==> config.mk <==
export PLATFORM = sky130hd
export DESIGN_NAME = cosine_similarity_flat
export DESIGN_NICKNAME = d
export VERILOG_FILES = /design/src/design/cossim_pkg.sv /design/src/design/cossim_if.sv /design/src/design/cossim_ctrl.sv /design/src/design/cossim_dp.sv /design/src/design/cosine_similarity.sv /design/src/flat_wrapper.sv
export SDC_FILE = /design/constraint.sdc
export NUM_CORES = 2
export LEC_CHECK = 0
export ABC_CLOCK_PERIOD_IN_PS = 8200
export BUFFER_PORTS_ARGS = -buffer_cell sky130_fd_sc_hd__buf_4
export CAP_MARGIN = 20
export CORE_UTILIZATION = 30
export CTS_BUF_LIST = sky130_fd_sc_hd__clkbuf_8
export DETAILED_ROUTE_END_ITERATION = 12
export GPL_ROUTABILITY_DRIVEN = 0
export PLACE_DENSITY = 0.42
export SKIP_LAST_GASP = 1
export SYNTH_ARGS = -nofsm -noshare
export SYNTH_HDL_FRONTEND = slang
export SYNTH_SLANG_ARGS = --single-unit
==> constraint.sdc <==
create_clock -name clk -period 8.2 [get_ports clk]
set_clock_uncertainty 0.2 [all_clocks]
set_input_delay 0.41 -clock clk [delete_from_list [all_inputs] [get_ports clk]]
set_output_delay 0.41 -clock clk [all_outputs]
set_load 0.05 [all_outputs]
==> src/design/cossim_pkg.sv <==
`timescale 1ns / 1ps
package cossim_pkg;

	localparam int ELEM_WIDTH  = 16;
	localparam int SIM_WIDTH   = 16;
	localparam int QUOT_BITS   = 15;
	localparam int MAX_DIM_DEF = 1024;

	typedef enum logic [2:0] {
		ST_ACC,
		ST_DRAIN,
		ST_LOAD,
		ST_MUL,
		ST_SQRT,
		ST_DIVI,
		ST_DIV,
		ST_WAIT
	} state_t;

	typedef struct packed {
		logic in_ready;
		logic load;
		logic mul_step;
		logic sqrt_step;
		logic div_init;
		logic div_step;
		logic finish;
	} cmd_t;

	typedef struct packed {
		logic last_accept;
		logic zero_norm;
		logic out_busy;
	} status_t;

endpackage

==> src/design/cossim_if.sv <==
`timescale 1ns / 1ps
interface cossim_in_if;
	import cossim_pkg::*;

	logic                         valid;
	logic                         ready;
	logic signed [ELEM_WIDTH-1:0] elem_a;
	logic signed [ELEM_WIDTH-1:0] elem_b;
	logic                         last_element;

	modport source (output valid, elem_a, elem_b, last_element, input ready);
	modport sink   (input valid, elem_a, elem_b, last_element, output ready);
endinterface

interface cossim_out_if;
	import cossim_pkg::*;

	logic                        valid;
	logic                        ready;
	logic signed [SIM_WIDTH-1:0] similarity;
	logic                        zero_norm;
	logic                        length_overflow;

	modport source (output valid, similarity, zero_norm, length_overflow, input ready);
	modport sink   (input valid, similarity, zero_norm, length_overflow, output ready);
endinterface

==> src/design/cossim_ctrl.sv <==
`timescale 1ns / 1ps
module cossim_ctrl #(
	parameter int MAX_DIM = cossim_pkg::MAX_DIM_DEF
) (
	input  logic                clk,
	input  logic                arst_n,
	input  cossim_pkg::status_t status,
	output cossim_pkg::cmd_t    cmd
);
	import cossim_pkg::*;

	localparam int DW  = 2 * ELEM_WIDTH + $clog2(MAX_DIM);
	localparam int NW  = DW - 1;
	localparam int STW = $clog2(NW);

	state_t           state_q, state_d;
	logic [STW-1:0]   cnt_q, cnt_d;

	// state and step counter
	always_ff @(posedge clk or negedge arst_n) begin
		if (!arst_n) begin
			state_q <= ST_ACC;
			cnt_q   <= '0;
		end else begin
			state_q <= state_d;
			cnt_q   <= cnt_d;
		end
	end

	// next state and commands
	always_comb begin
		state_d = state_q;
		cnt_d   = cnt_q;
		cmd     = '0;
		unique case (state_q)
			ST_ACC: begin
				cmd.in_ready = 1'b1;
				if (status.last_accept) state_d = ST_DRAIN;
			end
			ST_DRAIN: begin
				state_d = ST_LOAD;
			end
			ST_LOAD: begin
				cmd.load = 1'b1;
				cnt_d    = '0;
				state_d  = status.zero_norm ? ST_WAIT : ST_MUL;
			end
			ST_MUL: begin
				cmd.mul_step = 1'b1;
				if (cnt_q == STW'(NW - 1)) begin
					cnt_d   = '0;
					state_d = ST_SQRT;
				end else begin
					cnt_d = cnt_q + 1'b1;
				end
			end
			ST_SQRT: begin
				cmd.sqrt_step = 1'b1;
				if (cnt_q == STW'(NW - 1)) begin
					cnt_d   = '0;
					state_d = ST_DIVI;
				end else begin
					cnt_d = cnt_q + 1'b1;
				end
			end
			ST_DIVI: begin
				cmd.div_init = 1'b1;
				state_d      = ST_DIV;
			end
			ST_DIV: begin
				cmd.div_step = 1'b1;
				if (cnt_q == STW'(QUOT_BITS - 1)) begin
					cnt_d   = '0;
					state_d = ST_WAIT;
				end else begin
					cnt_d = cnt_q + 1'b1;
				end
			end
			ST_WAIT: begin
				if (!status.out_busy) begin
					cmd.finish = 1'b1;
					state_d    = ST_ACC;
				end
			end
			default: state_d = ST_ACC;
		endcase
	end

	// a last transfer always closes the input; it stays closed until the result enters the output register
	a_last_blocks: assert property (@(posedge clk) disable iff (!arst_n)
		status.last_accept |=> !cmd.in_ready)
		else $error("input open right after last transfer");

	a_cnt_range: assert property (@(posedge clk) disable iff (!arst_n)
		cnt_q <= STW'(NW - 1))
		else $error("step counter out of range");

	a_cnt_idle: assert property (@(posedge clk) disable iff (!arst_n)
		(state_q == ST_ACC) |-> (cnt_q == '0))
		else $error("step counter busy while accumulating");
endmodule

==> src/design/cossim_dp.sv <==
`timescale 1ns / 1ps
module cossim_dp #(
	parameter int MAX_DIM = cossim_pkg::MAX_DIM_DEF
) (
	input  logic                clk,
	input  logic                arst_n,
	cossim_in_if.sink           elems,
	cossim_out_if.source        result,
	input  cossim_pkg::cmd_t    cmd,
	output cossim_pkg::status_t status
);
	import cossim_pkg::*;

	localparam int EW  = ELEM_WIDTH;
	localparam int CW  = $clog2(MAX_DIM + 1);
	localparam int DW  = 2 * EW + $clog2(MAX_DIM);
	localparam int NW  = DW - 1;
	localparam int PW  = 2 * NW;
	localparam int SRW = NW + 3;

	logic                   accept;
	logic                   valid_s1, take_s1;
	logic signed [2*EW-1:0] ab_s1;
	logic [2*EW-1:0]        aa_s1, bb_s1;
	logic [CW-1:0]          count_q;
	logic                   ovf_q;
	logic signed [DW-1:0]   dot_q;
	logic [NW-1:0]          na_q, nb_q;

	logic [PW-1:0]          mcand_q, prod_q;
	logic [NW-1:0]          mplier_q, root_q;
	logic [SRW-1:0]         srem_q, srem_n, trial;
	logic [DW-1:0]          mag_q, drem_q;
	logic [DW:0]            dshift, droot;
	logic                   neg_q, zero_q, sat_q;
	logic [QUOT_BITS-1:0]   q_q;
	logic [SIM_WIDTH-1:0]   qq, sim;

	logic                   out_valid_q;
	logic [SIM_WIDTH-1:0]   sim_q;
	logic                   zero_out_q, ovf_out_q;

	assign accept      = elems.valid & cmd.in_ready;
	assign elems.ready = cmd.in_ready;

	assign status.last_accept = accept & elems.last_element;
	assign status.zero_norm   = (na_q == '0) | (nb_q == '0);
	assign status.out_busy    = out_valid_q & ~result.ready;

	// product stage
	always_ff @(posedge clk or negedge arst_n) begin
		if (!arst_n) begin
			valid_s1 <= 1'b0;
		end else begin
			valid_s1 <= accept;
		end
	end

	always_ff @(posedge clk) begin
		if (accept) begin
			ab_s1   <= elems.elem_a * elems.elem_b;
			aa_s1   <= $unsigned((2*EW)'(elems.elem_a) * (2*EW)'(elems.elem_a));
			bb_s1   <= $unsigned((2*EW)'(elems.elem_b) * (2*EW)'(elems.elem_b));
			take_s1 <= count_q < CW'(MAX_DIM);
		end
	end

	// accumulators, element count and overflow flag
	always_ff @(posedge clk or negedge arst_n) begin
		if (!arst_n) begin
			dot_q   <= '0;
			na_q    <= '0;
			nb_q    <= '0;
			count_q <= '0;
			ovf_q   <= 1'b0;
		end else if (cmd.finish) begin
			dot_q   <= '0;
			na_q    <= '0;
			nb_q    <= '0;
			count_q <= '0;
			ovf_q   <= 1'b0;
		end else begin
			if (accept) begin
				if (count_q < CW'(MAX_DIM)) count_q <= count_q + 1'b1;
				else ovf_q <= 1'b1;
			end
			if (valid_s1 && take_s1) begin
				dot_q <= dot_q + DW'(ab_s1);
				na_q  <= na_q + NW'(aa_s1);
				nb_q  <= nb_q + NW'(bb_s1);
			end
		end
	end

	// square root step
	always_comb begin
		srem_n = {srem_q[NW:0], prod_q[PW-1 -: 2]};
		trial  = {1'b0, root_q, 2'b01};
	end

	// division step
	always_comb begin
		dshift = {drem_q, 1'b0};
		droot  = (DW + 1)'(root_q);
	end

	// shift-add multiply, digit-by-digit root, restoring divide
	always_ff @(posedge clk) begin
		if (cmd.load) begin
			mcand_q  <= PW'(na_q);
			mplier_q <= nb_q;
			prod_q   <= '0;
			srem_q   <= '0;
			root_q   <= '0;
			neg_q    <= dot_q[DW-1];
			mag_q    <= dot_q[DW-1] ? DW'(-dot_q) : DW'(dot_q);
			zero_q   <= status.zero_norm;
			sat_q    <= 1'b0;
			q_q      <= '0;
		end
		if (cmd.mul_step) begin
			prod_q   <= prod_q + (mplier_q[0] ? mcand_q : '0);
			mcand_q  <= mcand_q << 1;
			mplier_q <= mplier_q >> 1;
		end
		if (cmd.sqrt_step) begin
			prod_q <= prod_q << 2;
			if (srem_n >= trial) begin
				srem_q <= srem_n - trial;
				root_q <= {root_q[NW-2:0], 1'b1};
			end else begin
				srem_q <= srem_n;
				root_q <= {root_q[NW-2:0], 1'b0};
			end
		end
		if (cmd.div_init) begin
			sat_q  <= mag_q >= DW'(root_q);
			drem_q <= mag_q;
			q_q    <= '0;
		end
		if (cmd.div_step) begin
			if (dshift >= droot) begin
				drem_q <= DW'(dshift - droot);
				q_q    <= {q_q[QUOT_BITS-2:0], 1'b1};
			end else begin
				drem_q <= DW'(dshift);
				q_q    <= {q_q[QUOT_BITS-2:0], 1'b0};
			end
		end
	end

	// sign and clamp
	always_comb begin
		qq = sat_q ? {1'b1, {(SIM_WIDTH-1){1'b0}}} : {1'b0, q_q};
		priority if (zero_q) sim = '0;
		else if (neg_q)      sim = -qq;
		else if (sat_q)      sim = {1'b0, {(SIM_WIDTH-1){1'b1}}};
		else                 sim = qq;
	end

	// output register
	always_ff @(posedge clk or negedge arst_n) begin
		if (!arst_n) begin
			out_valid_q <= 1'b0;
		end else if (cmd.finish) begin
			out_valid_q <= 1'b1;
		end else if (result.ready) begin
			out_valid_q <= 1'b0;
		end
	end

	always_ff @(posedge clk) begin
		if (cmd.finish) begin
			sim_q      <= sim;
			zero_out_q <= zero_q;
			ovf_out_q  <= ovf_q;
		end
	end

	assign result.valid           = out_valid_q;
	assign result.similarity      = sim_q;
	assign result.zero_norm       = zero_out_q;
	assign result.length_overflow = ovf_out_q;

	a_count_max: assert property (@(posedge clk) disable iff (!arst_n)
		count_q <= CW'(MAX_DIM))
		else $error("element count beyond limit");

	a_zero_sim: assert property (@(posedge clk) disable iff (!arst_n)
		(out_valid_q && zero_out_q) |-> (sim_q == '0))
		else $error("zero norm with nonzero similarity");

	a_div_rem: assert property (@(posedge clk) disable iff (!arst_n)
		(cmd.div_step && !sat_q) |-> (drem_q < DW'(root_q)))
		else $error("divide remainder not below root");
endmodule

==> src/design/cosine_similarity.sv <==
`timescale 1ns / 1ps
// element pairs: one transfer per cycle while accumulating, product stage then accumulate
// after the last transfer the sums pass the bit-serial multiply and square root loops
// and the restoring divide, then enter the output register; zero norm skips all three
// input stays closed from the last transfer until the result enters the output register
// reset clears accumulators, count, overflow flag and output valid at once
module cosine_similarity #(
	parameter int MAX_DIM = cossim_pkg::MAX_DIM_DEF
) (
	input logic          clk,
	input logic          arst_n,
	cossim_in_if.sink    elems,
	cossim_out_if.source result
);
	import cossim_pkg::*;

	cmd_t    cmd;
	status_t status;

	cossim_ctrl #(
		.MAX_DIM(MAX_DIM)
	) u_ctrl (
		.clk   (clk),
		.arst_n(arst_n),
		.status(status),
		.cmd   (cmd)
	);

	cossim_dp #(
		.MAX_DIM(MAX_DIM)
	) u_dp (
		.clk   (clk),
		.arst_n(arst_n),
		.elems (elems),
		.result(result),
		.cmd   (cmd),
		.status(status)
	);
endmodule

==> src/flat_wrapper.sv <==
// flat-port wrapper written by rule: the top's interface ports become plain ports
module cosine_similarity_flat import cossim_pkg::*;
#(
	parameter int MAX_DIM = cossim_pkg::MAX_DIM_DEF
)
  (clk, arst_n, elems_valid, elems_elem_a, elems_elem_b, elems_last_element, elems_ready, result_valid, result_similarity, result_zero_norm, result_length_overflow, result_ready);
  cossim_in_if elems_i ();
  cossim_out_if result_i ();
  input logic clk;
  input logic arst_n;
  input wire logic [$bits(elems_i.valid)-1:0] elems_valid;
  input wire logic [$bits(elems_i.elem_a)-1:0] elems_elem_a;
  input wire logic [$bits(elems_i.elem_b)-1:0] elems_elem_b;
  input wire logic [$bits(elems_i.last_element)-1:0] elems_last_element;
  output wire logic [$bits(elems_i.ready)-1:0] elems_ready;
  output wire logic [$bits(result_i.valid)-1:0] result_valid;
  output wire logic [$bits(result_i.similarity)-1:0] result_similarity;
  output wire logic [$bits(result_i.zero_norm)-1:0] result_zero_norm;
  output wire logic [$bits(result_i.length_overflow)-1:0] result_length_overflow;
  input wire logic [$bits(result_i.ready)-1:0] result_ready;
  assign elems_i.valid = elems_valid;
  assign elems_i.elem_a = elems_elem_a;
  assign elems_i.elem_b = elems_elem_b;
  assign elems_i.last_element = elems_last_element;
  assign elems_ready = elems_i.ready;
  assign result_valid = result_i.valid;
  assign result_similarity = result_i.similarity;
  assign result_zero_norm = result_i.zero_norm;
  assign result_length_overflow = result_i.length_overflow;
  assign result_i.ready = result_ready;
  cosine_similarity #(.MAX_DIM(MAX_DIM)) u_core (.clk(clk), .arst_n(arst_n), .elems(elems_i), .result(result_i));
endmodule
# Word level (Yosys, flattened, before mapping)
# Index checks and enable logic that the tools add are counted.
# totals
reg_bits	652
inputBits	37
out_inout_bits	20
elab_cells	146
# classes
addsub	10
mul	3
magnitude_cmp	4
eq_ne	15
muxes	59
bitwise	5
n_reduce_logical	19
# op_table
op	n
two-way mux 82 bit	6
two-way mux 42 bit	8
two-way mux 41 bit	7
multiplier 16 x 16 -> 32 bit	3
adder 41 x 32 -> 41 bit	2
adder 82 bit	1
logical NOT 41 bit	2
two-way mux 40 bit	2
two-way mux 16 bit	3
two-way mux 15 bit	3
>= comparator 44 x 43 -> 1 bit	1
>= comparator 43 x 41 -> 1 bit	1
adder 42 x 32 -> 42 bit	1
>= comparator 42 x 41 -> 1 bit	1
negation 42 bit	1
subtractor 42 x 41 -> 42 bit	1
subtractor 42 bit	1
two-way mux 11 bit	3
one-hot mux 3 bit (8 select lines)	1
two-way mux 3 bit	6
one-hot mux 6 bit (3 select lines)	1
two-way mux 1 bit	17
negation 16 bit	1
nonzero test 2 bit	8
20 further kinds	34

# Logic depth before layout (Yosys ltp)
# depth
word_depth	6
mapped_depth	29
mapped_depth_nobuf	28

# Modules after synthesis
# Synthesis repeated with hierarchy kept, for this count alone.
# unflattened
hier_cells	7402
hier_area_um2	69733.1
# by_module_without_submodules
mod	n_inst	cells_each	area_each_um2	seq_area_each_um2
cossim_dp	1	7326	69077.5	18517.8
cossim_ctrl	1	76	655.6	225.2

# Worst setup path before layout
# No wires, ideal clock.
# synth_timing
path_type	input-to-reg
from	input port elems_elem_a[15]
to	register u_core.u_dp.ab_s1[30] (data pin)
setup_time_ps	258
arrival_ps	6364
t_required_ps	7742
slack_ps	1379
cell_stages	22
n_path_buf	2
path_cell_list	clkbuf_1 > buf_1 > nand2_1 > fa_1 > inv_1 > fa_1 > fa_1 > fa_1 > fa_1 > inv_1 > fa_1 > inv_1 > ha_1 > nor2b_1 > o21a_1 > o21ai_0 > nand2b_1 > a221oi_1 > o21ai_0 > a21o_1 > a21oi_1 > xnor2_1
# synth_via
elab_chain_cells	1
# synth_rtl
element	line_no	rtl
start, declared	flat_wrapper.sv:12	input wire logic [$bits(elems_i.elem_a)-1:0] elems_elem_a;
multiplier 16 x 16 -> 32 bit	cossim_dp.sv:61	ab_s1 <= elems.elem_a * elems.elem_b;
end signal, assigned	cossim_dp.sv:61	
end, declared	cossim_dp.sv:23	logic signed [2*EW-1:0] ab_s1;
# No other way between the ends.
# A chain may end at the register's enable or synchronous reset.

# Worst setup path in the final report
# layout_timing
from	input port elems_elem_b[0]
to	register u_core.u_dp.bb_s1[25] (data pin)
# layout_via
elab_chain_cells	1
# layout_rtl
element	line_no	rtl
start, declared	flat_wrapper.sv:13	input wire logic [$bits(elems_i.elem_b)-1:0] elems_elem_b;
multiplier 16 x 16 -> 32 bit	cossim_dp.sv:63	bb_s1 <= $unsigned((2*EW)'(elems.elem_b) * (2*EW)'(elems.elem_b));
end signal, assigned	cossim_dp.sv:63	
end, declared	cossim_dp.sv:24	logic [2*EW-1:0] aa_s1, bb_s1;
# No other way between the ends.

==> metrics.md <==
| Metric | Value |
|---|---|
| Routed Antenna Nets | 0 |
| Core Rows | around 180 |
| Core ar. | 228000 um2 |
| Crit path buf inv count | 4 |
| Die height | 482 um |
| Clk Latency, worst-skew pair | about 0.9 ns |
| DR WL/cell | 19.2 um |
| Post-Synth XOR/XNOR Area | 0.0514 |
| Synthesized area per cell | 9.53 um2 |
| Clk root buf | clkbuf_8 |
| Flip-flop and latch area | ~19000 um2 |
| Crit path max-delay cell type | nor2b_1 |
| Vias in the first global route | ~53000 |
| Worst setup EP type | flop |
| RR Endpoint | u_core.u_dp.srem_q[21] |
| I/O Pins | 57 |
| Via count | approximately 51000 |
| Reg2reg setup slack | ~2.8 ns |
| # setup viols final | 0 |
| DP Worst Slack | ~0.66 ns |
| Compound-Gate Fraction of Synth Area | 0.140 |
| Final non-filler cell total | approximately 10000 |
| Iteration-0 DRC count of the detailed router | around 2500 |
| Status | finished, final reports clean |
| Worst-Margin Slew | ~1.2 ns |
| CP Launch Type | primary input |
| Mux cell area share after synthesis | 0.0136 |
| Fin. max-slew vios | 0 |
| Gr usage total | 0.172 |
| CTS sink count | 650 |
| Crit path max-delay family | adder cells |
| Total negative setup slack | 0 ns |
| EDFF count, synth | ~500 |
| # fillers | 23747 |
| Worst Hold Class | in2reg |
| First-pass GRT wire length | approximately 310000 um |
| Max Clock Freq | ~140 MHz |
| Port Buffers | between 50 and 60 |
| Worst-path fanout max | 37 |
| Hold path startpoint | elems_elem_b[1] |
| Distinct cell type count after synthesis | between 70 and 80 |
| Max Cap Viol | 0 |
| Worst-path clk slew | 0.05 ns |
| Seq/Total Area, Yosys | 0.271 |
| Top_reg_cell synth | edfxtp_1 |
| Tmin final | roughly 7 ns |
| Largest family of logic cells by synthesized area | adder cells |
| Worst path arrival time | 7.41 ns |
| Syn Inst Count | slightly above 7000 |
| Hold EP | u_core.u_dp.bb_s1[3] |
| CTS Buf Count | roughly 140 |
| Synthesis-to-finish area growth | 9.19% |
| Area of the multi-input gates | roughly 45000 um2 |
| Routed Wire Length | 199000 um |
| Die W | between 400 and 500 um |
| RSZ-0062 raised after global routing | no |
| Top cell by count, worst path | fa_1 |
| Layout cells sized above 1 | 0.0532 |
| Worst slew margin | 0.227 |
| Longest Clk Path Bufs | 3 |
| Worst path cell trace | dlygate4sd3_1 > buf_4 > nor2b_1 > a31oi_1 > fa_1 > fa_1 > fa_1 > fa_1 > fa_1 > inv_1 > ha_1 > a21oi_1 > nor2b_1 > o21ai_0 > nand2b_1 > a2111oi_0 > buf_4 > nor2_1 > and3_1 > o21ai_0 > a21oi_1 > a311o_1 |
| CP peak stage delay | 0.73 ns |
| CTS H-tree depth | 4 |
| CTS tree | yes |
| Die ar. | 233000 um2 |
| Starting density of the core | 0.303 |
| Most frequent cells in the layout | inv_1, fa_1, nand2_1 |
| First-pass detailed-route iteration total | 5 |
| Post-synth net total | ~8600 |
| Fraction of registers with async set/reset | 0.226 |
| # Post-CTS Setup Buffers | 0 |
| Post-DP HPWL | ~150000 um |
| YS warnings | 0 |
| Dpl cells | between 10000 and 15000 |
| R2r startpoint | u_core.u_dp.root_q[0] |
| Most common cell after layout, fill and taps aside | inv_1 |
| Post-synthesis adder-cell area fraction | 0.315 |
| Largest net degree at the start of global routing | 83 |
| Nets | 8590 |
| Post-synthesis register bit count | between 600 and 700 |
| Global route overflow | 0 |
| Initial antenna violation count | 8 |
| Post-route clock period utilization | 0.854 |
| Hold Crit Depth | 4 |
| Post-Synth Simple-Gate Area | 0.133 |
| Kind of critical path | in2reg |
| R2R depth | 15 |
| Hold Fails Final Rpt | 0 |
| Worst EP required | 8.60 ns |
| Netlist Area Pre-Place | ~69000 um2 |
| DRC errors left | 0 |
| Worst Slack Setup Final | about 1.2 ns |
| Via density | 4.88 |
| CTS resizes | 0 |
registers in the layout, summed over array words and instances (netlist names), 3 cells and up:
register and cells:
u_core.u_dp.na_q 41, u_core.u_dp.mag_q 42, u_core.u_dp.root_q 41, u_core.u_dp.srem_q 42, u_core.u_dp.mcand_q 82, u_core.u_dp.nb_q 41, u_core.u_ctrl.cnt_q 6, u_core.u_dp.drem_q 42
u_core.u_dp.mplier_q 41, u_core.u_dp.count_q 11, u_core.u_dp.q_q 15, u_core.u_dp.bb_s1 31, u_core.u_dp.aa_s1 31, u_core.u_dp.ab_s1 32, u_core.u_ctrl.state_q 3, u_core.u_dp.result.similarity 16
u_core.u_dp.prod_q 82, u_core.u_dp.dot_q 42
layer usage:
| metal | routed length [um] | global-route usage |
|---|---|---|
| met5 | 48 | 0 |
| met1 | 94700 | 0.235 |
| met4 | 5720 | 0.0557 |
| met3 | 6180 | 0.0210 |
| met2 | 92000 | 0.284 |
layout make-up:
cell class / instances / share of cell area
diodes: 2 / 0.0000662
clock buffers: 150 / 0.0273
clock inverters: 95 / 0.00652
inverters: 1109 / 0.0552
multi-input cells: 5228 / 0.600
flip-flops and latches: 650 / 0.248
well taps: 3009 / 0.0498
repair buffers: 122 / 0.0132
metrics by stage:
| step | cell area (um2) | hold WS, ns | util |
|---|---|---|---|
| 2_1_floorplan | 69200 | -0.0856 | - |
| 3_3_place_gp | 72900 | 0.172 | 0.319 |
| 3_5_place_dp | 72900 | 0.171 | 0.319 |
| 4_1_cts | 75500 | 0.0882 | 0.331 |
| 5_1_grt | 75600 | 0.176 | 0.331 |
| 6_report | 75600 | 0.197 | 0.331 |
how the worst max path moves through the flow:
| stage | startpoint | endpoint | slack [ns] | cells after the start |
|---|---|---|---|---|
| after floorplan | elems_elem_a[15] | u_core.u_dp.ab_s1[30] | 1.38 | 22 |
| after global placement | elems_elem_a[15] | u_core.u_dp.aa_s1[31] | 0.70 | 27 |
| after detailed placement | elems_elem_b[2] | u_core.u_dp.bb_s1[25] | 0.66 | 24 |
| after CTS | elems_elem_b[0] | u_core.u_dp.bb_s1[25] | 1.32 | 22 |
| after global routing | elems_elem_a[1] | u_core.u_dp.aa_s1[31] | 0.90 | 25 |
| final | elems_elem_b[0] | u_core.u_dp.bb_s1[25] | 1.19 | 22 |
logic make-up (layout without fill, tap and decap cells):
kind of cell             count (synthesis)  count (layout)
XOR/XNOR                               406             406
flip-flops                             650             650
adder cells (fa/ha/maj)               1307            1307
buffers and inverters                 1390            1476
AND/OR/NAND/NOR                       1921            1921
multiplexers                            89              89
AO/OA/AOI/OAI                         1505            1505
other                                    0               2
tightest hold or removal path, cell delays in order:
cell and delay [ns]:
buf_4 0.28, nor2_1 0.17, ha_1 0.15, ha_1 0.12
synth_stat cells (all sizes together), types with 10 or more instances:
cell type	instances	area [um2]
nor3b	10	75.1
edfxtp	499	15000
a31o	18	158
a21boi	11	82.6
a22o	115	1010
o31a	11	96.3
a221oi	11	96.3
a211o	11	96.3
a21o	210	1580
o21bai	65	488
o31ai	21	158
o21a	46	345
nor3	72	360
o211ai	19	143
buf	15	56.3
xnor2	288	2520
o41ai	16	148
a21oi	475	2380
nor2b	48	300
o21ai	290	1450
nand2	702	2640
and2	329	2060
mux2	41	462
nand4	54	338
or3	34	214
xor2	118	1030
mux2i	48	480
fa	731	14600
nor2	376	1410
a211oi	53	398
inv	1105	4150
clkbuf	266	1000
and3	50	313
a31oi	43	269
nor4	44	275
nand3	92	460
or4	15	128
dfrtp	147	3680
or2	14	87.6
ha	576	7210
nand2b	57	364
repair_timing:
action / CTS / global route
hold buffers: 10 / 0
endpoints found under the setup margin: 0 / 0
hold endpoints to repair: 174 / 0
Power is not shown: default switching activity piles up to over one toggle a cycle in this logic, so the estimate is an artifact.
